### src/hw/rtl/ppdms_pkg.sv
// Package for the proportional position loop: register map, configuration
// struct, status codes and fixed-point constants.
// No dependencies.
`default_nettype none

package ppdms_pkg;

  // APB register map (byte address = 4 * index)
  localparam int unsigned PADDR_W = 5;
  localparam logic [2:0] REG_LOOP_ENABLE = 3'd0;
  localparam logic [2:0] REG_DIR_NEG     = 3'd1;
  localparam logic [2:0] REG_BASE_LEN    = 3'd2;
  localparam logic [2:0] REG_LEN_MIN     = 3'd3;
  localparam logic [2:0] REG_LEN_MAX     = 3'd4;
  localparam logic [2:0] REG_LEN_PER_CNT = 3'd5;
  localparam logic [2:0] REG_RPM_GAIN    = 3'd6;
  localparam logic [2:0] REG_INV_RATIO   = 3'd7;

  // Configuration as seen by the datapath (signed fields stored as raw bits)
  typedef struct packed {
    logic        loop_enable;
    logic        direction_negative;
    logic [23:0] len_offset;
    logic [23:0] length_min;
    logic [23:0] length_max;
    logic [31:0] length_per_count;
    logic [23:0] rpm_gain;
    logic [16:0] inverse_ratio;
  } cfg_t;

  // Motor state codes
  localparam logic [1:0] MS_NORMAL   = 2'd0;
  localparam logic [1:0] MS_LOADED   = 2'd1;
  localparam logic [1:0] MS_ERROR    = 2'd2;
  localparam logic [1:0] MS_OBSTACLE = 2'd3;

  // Loop status codes
  typedef enum logic [2:0] {
    ST_OK        = 3'd0,
    ST_LIMITED   = 3'd1,
    ST_DISABLED  = 3'd2,
    ST_MOTOR_ERR = 3'd3,
    ST_OBSTACLE  = 3'd4,
    ST_LOADED    = 3'd5
  } status_e;

  // Loop constants (lengths in 1/256 mm, speeds in rpm)
  localparam int unsigned DEADBAND_TICKS = 512;
  localparam int unsigned RAMP_TICKS     = 1280;
  localparam int unsigned FLOOR_RPM      = 300;
  localparam int unsigned MAX_ROTOR_RPM  = 2800;

  // Datapath widths
  localparam int unsigned MAG_W   = 25;               // |error| after deadband
  localparam int unsigned RAW_W   = 24 + MAG_W;        // gain * magnitude, 2^-24 rpm
  localparam int unsigned RAMP_W  = $clog2(RAMP_TICKS + 1);
  localparam int unsigned MIN_W   = ($clog2(FLOOR_RPM + 1) > 0) ?
                                    $clog2(FLOOR_RPM + 1) : 1;
  localparam int unsigned X_W     = MIN_W + RAMP_W;    // FLOOR_RPM * ramp magnitude
  localparam int unsigned RAWLO_W = 24 + RAMP_W;       // raw inside the ramp
  localparam int unsigned THR_W   = RAWLO_W + 1 + RAMP_W;
  localparam int unsigned WHOLE_W = $clog2(MAX_ROTOR_RPM + 1);

  // Reciprocal of the ramp length, Q0.32, rounded up
  localparam longint unsigned RECIP = ((64'd1 << 32) + RAMP_TICKS - 1) / RAMP_TICKS;
  localparam int unsigned RECIP_W = $clog2(RECIP + 1);
  localparam int unsigned XR_W    = X_W + RECIP_W;

endpackage

`default_nettype wire

### src/hw/rtl/ppdms_regs.sv
// APB configuration registers of the position loop.
// Depends on ppdms_pkg for the register map and the cfg_t struct.
`default_nettype none

module ppdms_regs (
  input  wire logic                         clk_i,
  input  wire logic                         rst_ni,
  input  wire logic                         psel,
  input  wire logic                         penable,
  input  wire logic                         pwrite,
  input  wire logic [ppdms_pkg::PADDR_W-1:0] paddr,
  input  wire logic [31:0]                  pwdata,
  output logic      [31:0]                  prdata,
  output logic                              pready,
  output ppdms_pkg::cfg_t                   cfg_o
);

  ppdms_pkg::cfg_t cfg_q;
  logic [2:0]      idx;
  logic            wr_en;

  assign idx    = paddr[ppdms_pkg::PADDR_W-1:2];
  assign wr_en  = psel && penable && pwrite;
  assign pready = 1'b1;
  assign cfg_o  = cfg_q;

  // Register writes on the access phase
  always_ff @(posedge clk_i or negedge rst_ni) begin
    if (!rst_ni) begin
      cfg_q.loop_enable        <= 1'b0;
      cfg_q.direction_negative <= 1'b0;
      cfg_q.len_offset         <= '0;
      cfg_q.length_min         <= '0;
      cfg_q.length_max         <= 24'h7F_FFFF;
      cfg_q.length_per_count   <= '0;
      cfg_q.rpm_gain           <= '0;
      cfg_q.inverse_ratio      <= 17'h1_0000;
    end else if (wr_en) begin
      unique case (idx)
        ppdms_pkg::REG_LOOP_ENABLE: cfg_q.loop_enable        <= pwdata[0];
        ppdms_pkg::REG_DIR_NEG:     cfg_q.direction_negative <= pwdata[0];
        ppdms_pkg::REG_BASE_LEN:    cfg_q.len_offset         <= pwdata[23:0];
        ppdms_pkg::REG_LEN_MIN:     cfg_q.length_min         <= pwdata[23:0];
        ppdms_pkg::REG_LEN_MAX:     cfg_q.length_max         <= pwdata[23:0];
        ppdms_pkg::REG_LEN_PER_CNT: cfg_q.length_per_count   <= pwdata;
        ppdms_pkg::REG_RPM_GAIN:    cfg_q.rpm_gain           <= pwdata[23:0];
        ppdms_pkg::REG_INV_RATIO:   cfg_q.inverse_ratio      <= pwdata[16:0];
      endcase
    end
  end

  // Read mux, signed lengths sign-extended
  always_comb begin
    unique case (idx)
      ppdms_pkg::REG_LOOP_ENABLE: prdata = {31'd0, cfg_q.loop_enable};
      ppdms_pkg::REG_DIR_NEG:     prdata = {31'd0, cfg_q.direction_negative};
      ppdms_pkg::REG_BASE_LEN:    prdata = {{8{cfg_q.len_offset[23]}}, cfg_q.len_offset};
      ppdms_pkg::REG_LEN_MIN:     prdata = {{8{cfg_q.length_min[23]}}, cfg_q.length_min};
      ppdms_pkg::REG_LEN_MAX:     prdata = {{8{cfg_q.length_max[23]}}, cfg_q.length_max};
      ppdms_pkg::REG_LEN_PER_CNT: prdata = cfg_q.length_per_count;
      ppdms_pkg::REG_RPM_GAIN:    prdata = {8'd0, cfg_q.rpm_gain};
      ppdms_pkg::REG_INV_RATIO:   prdata = {15'd0, cfg_q.inverse_ratio};
    endcase
  end

endmodule

`default_nettype wire

### config.mk
export PLATFORM = sky130hd
export DESIGN_NAME = ppdms_regs
export DESIGN_NICKNAME = d
export VERILOG_FILES = /design/src/hw/rtl/ppdms_pkg.sv /design/src/hw/rtl/ppdms_regs.sv
export SDC_FILE = /design/constraint.sdc
export NUM_CORES = 1
export LEC_CHECK = 0
export ABC_AREA = 0
export BUFFER_PORTS_ARGS = -buffer_cell sky130_fd_sc_hd__buf_2
export CAP_MARGIN = 20
export CORE_MARGIN = 3
export CORE_UTILIZATION = 30
export DETAILED_ROUTE_END_ITERATION = 8
export SLEW_MARGIN = 20
export SYNTH_ARGS = -nofsm -noshare
export SYNTH_HDL_FRONTEND = slang
export SYNTH_SLANG_ARGS = --single-unit
export TNS_END_PERCENT = 10
### constraint.sdc
create_clock -name clk_i -period 2.8 [get_ports clk_i]
set_clock_uncertainty 0.15 [all_clocks]
set_input_delay 0.7 -clock clk_i [delete_from_list [all_inputs] [get_ports clk_i]]
set_output_delay 0.7 -clock clk_i [all_outputs]
set_load 0.01 [all_outputs]
After elaboration in Yosys (flattened, before gate mapping)
Cells that the tools add are included.
{ "classes": {"addsub": 0, "mul": 0, "n_div": 0, "order_cmp": 0, "n_eq_ne": 7, "n_shift": 0, "n_mux": 1, "bitwise": 0, "reduce_logical": 11} }
{ "op_table": {"columns": ["op", "count"], "rows": [
  ["$pmux 32 s8", 1],
  ["$reduce_and 2->1", 8],
  ["$eq 3x3->1 const B", 4],
  ["$eq 3x2->1 const B", 2],
  ["$eq 3x1->1 const B", 1],
  ["$logic_not 3->1", 1],
  ["$logic_and 1x1->1", 2]
]} }
{ "totals": {"ff_bits": 147, "latchBits": 0, "ramBits": 0, "mem_bits_ro": 0, "input_bits": 42, "output_inout_bits": 180, "mem_count": 0} }

Logic depth before layout (Yosys ltp)
{ "depth": {"word_depth": 3, "ltp_mapped": 6} }

Worst setup path before layout
No wires, ideal clock.
{ "synth_timing": {"path_kind": "input to output", "from": "in paddr[2] in the netlist's numbering", "to": "out prdata[0]", "t_arrival_ns": 1.820, "required_time_ns": 1.950, "setup_slack_ns": 0.130, "path_stages": 4, "path_buffers": 2, "cell_sequence": "buf_4 -> buf_4 -> mux4_2 -> mux2_2"} }
{ "synth_via": {"elab_chain_cells": 2, "elab_cells_between_ends": 9, "cone_classes": "7 x eq/ne; 1 x mux; 1 x reduce/logical"} }
{ "synth_rtl": {"columns": ["item", "line", "rtl"], "rows": [
  ["from (decl)", "ppdms_regs.sv:11", "input wire logic [ppdms_pkg::PADDR_W-1:0] paddr,"],
  ["$eq 3x3->1, or another cell as far along", "ppdms_regs.sv:54", "unique case (idx)"],
  ["$pmux 32 s8 (*)", "ppdms_regs.sv:54", null],
  ["to (decl)", "ppdms_regs.sv:13", "output logic [31:0] prdata,"]
]} }
Mark *: on every way between the ends. The rest lies on a longest branch, timed or not.

Worst setup path after layout
{ "layout_timing": {"from": "in paddr[4] in the netlist's numbering", "to": "out prdata[3]"} }
Same word-level chain as after synthesis.

==> flow_summary.yaml <==
outcome:
  status: "finished clean"
yosys:
  synth.avg_cell_area_um2: 14.5
  netlist_top_cells_area: "dfrtp_1 (45%), mux2_2 (26%), dfstp_2 (9.2%)"
  ys_warn_count: 0
  yosysTopAreaCell: "dfrtp_1"
  ys_seq_elements: 147
  syn-cell-area_um2: 6870
  synthTopCellsByCount: "mux2_2 (160), dfrtp_1 (123), mux2i_1 (35)"
  synth_fp_nets: 517
  ys_types: 40
  yosys.cell_count.top_type: "mux2_2"
  async_flop_share_pct: 100
  synth_top_flop_cell: "dfrtp_1"
  netlist.area_leader.share_pct: 44.8
  ys_seq_area_share_pct: 54.0
  synth_edf_count: 0
  synthCells: 475
finish:
  drive_gt1_share_pct: 66.7
  diodes: 0
  fin_cells: 1025
  largest_reg_flops: 147
  syn_to_final_growth_pct: 35.2
  fin_nets: 774
placement:
  gp_congestion: 0.763
  dp_hpwl_mm: 15.1
  dpl_worst_slack_ns: -0.0384
  port_buffers: 218
  dp_cells: 993
die:
  ios: 222
  dieArea_um2: 24700
  dieWidth_um: 157
  rows: 54
  start_util_pct: 31.0
  core-area_um2: 22200
  dieHeight_um: 157
critical_path:
  crit_fanout: 10
  r2r_slack_ns: 1.85
  cp-start-kind: "input port"
  crit_family: "buffers and inverters"
  worstPathArrival_ns: 1.89
  critPathSlowestCell: "a221o_1"
  crit_required_ns: 1.95
  slowest_delay_ns: 0.27
  crit_chain: "clkbuf_4 -> buf_4 -> nand2_2 -> o22ai_1 -> a221o_1 -> buf_2"
  cp.buffers_inverters: 3
  path_class: "input port to output pin"
  crit_path_end_kind: "output pin"
clocking:
  cts_buffers: 17
  tritoncts: "yes"
  clk_latency_ns: 0.42
  htree_levels: 4
  root_buffer: "clkbuf_16"
  cts_sinks: 147
  path_clk_slew_ns: 0.06
  clock_path_buffers: 2
route:
  route.antenna.remaining_nets: 0
  drt_iter0_markers: 187
  drcViolationCount: 0
  wl_mm: 21.1
  vias: 4984
  wl_per_cell_um: 20.6
  firstDrtPassIters: 4
  viasPerCell: 4.86
pwr:
  ir_drop_v: 0.000404
  power_density_nw_per_um2: 769
  p_leak_nw: 4.66
global_routing:
  grt_pass1_wl_mm: 32.3
  grt_overflow_total: 0
  grt_pass1_vias: 5211
  grt_max_degree: 46
  antenna_found_initial: 0
  grt.total_usage_pct: 17.1
timing:
  finalSetupViolations: 0
  fin_crit_sh_pct: 97.8
  fin_crit_ns: 2.74
  report.final.hold_viol_count: 0
  rsz0062_at_grt: "false"
  fin_ws_ns: 0.0627
  finalMaxSlewViolations: 0
  fmax_mhz: 365
flow_run:
  drv_cap: 0
worst_hold_path:
  hp-class: "input port to async pin"
timing repair:
item / in CTS / in global routing
pin swaps: 0 / 0
buffers inserted: 0 / 0
gates resized for setup: 2 / 3
hold buffers: 0 / 0
endpoints found under the setup margin: 5 / 12
where the power goes:
part	switching, W	total [W]	internal [W]	leakage (nW)
Sequential	0.000325	0.00292	0.00259	1.82
Combinational	0.000812	0.00167	0.000857	2.52
Clock	0.000922	0.00256	0.00163	0.321
metal layers:
metal / wire [um] / vias to the layer above / track usage [%]
met5: 0 / - / 0
met4: 204 / 0 / 4.55
met3: 1270 / 16 / 4.65
met2: 9930 / 147 / 27.2
met1: 9710 / 2537 / 23.2
li1: - / 2284 / -
placed cells by master, fill, tap and decap left out, types with 6 or more instances in the layout:
| cell | n |
|---|---|
| a211oi_1 | 8 |
| a21o_1 | 9 |
| a221o_1 | 8 |
| a22o_1 | 6 |
| buf_12 | 11 |
| buf_2 | 214 |
| buf_4 | 41 |
| clkbuf_16 | 17 |
| dfrtp_1 | 123 |
| dfstp_2 | 24 |
| mux2_2 | 160 |
| mux2i_1 | 35 |
| nand3_1 | 6 |
| nor2_1 | 7 |
path summary, 6_finish.rpt:
path	start	end	cells past startpoint
max	paddr[4]	prdata[3]	6
min	rst_ni	cfg_o[122]$_DFFE_PN0P_	1
max reg2reg	cfg_o[139]$_DFFE_PN0P_	cfg_o[139]$_DFFE_PN0P_	1
min reg2reg	cfg_o[123]$_DFFE_PN0P_	cfg_o[123]$_DFFE_PN0P_	1
max in group asynchronous	rst_ni	cfg_o[81]$_DFFE_PN1P_	2
min in group clk_i	pwdata[28]	cfg_o[69]$_DFFE_PN0P_	2
final cells by class:
cell class / count / area (um^2)
clock buffer: 20 / 457
multi-input combinational: 296 / 2940
inverter: 1 / 3.75
sequential: 147 / 3710
tap: 280 / 350
clock inverter: 12 / 203
timing repair buffer: 269 / 1630
fill: 2143 / 12900
cells by family (layout without fill, tap and decap cells):
logic type | Yosys count | in the layout | synth area share [%]
flops | 147 | 147 | 54.0
simple gates | 43 | 43 | 4.14
compound gates | 54 | 54 | 6.14
mux | 198 | 198 | 32.2
other cells | 1 | 1 | 0.0546
buf+inv | 32 | 302 | 3.50
through the flow:
step           utilization, %  TNS, ns  cell area [um^2]  hold slack (ns)  total power (W)
2_1_floorplan               -        0              6870            0.254          0.00379
4_1_cts                  41.9        0              9280           0.0667          0.00725
3_5_place_dp             38.9  -0.0879              8610            0.366          0.00465
6_report                 41.9        0              9290           0.0633          0.00714
3_3_place_gp             38.9  -0.0472              8610            0.357          0.00461
5_1_grt                  41.9        0              9290           0.0766          0.00752
Power figures use the tool's default switching activity.
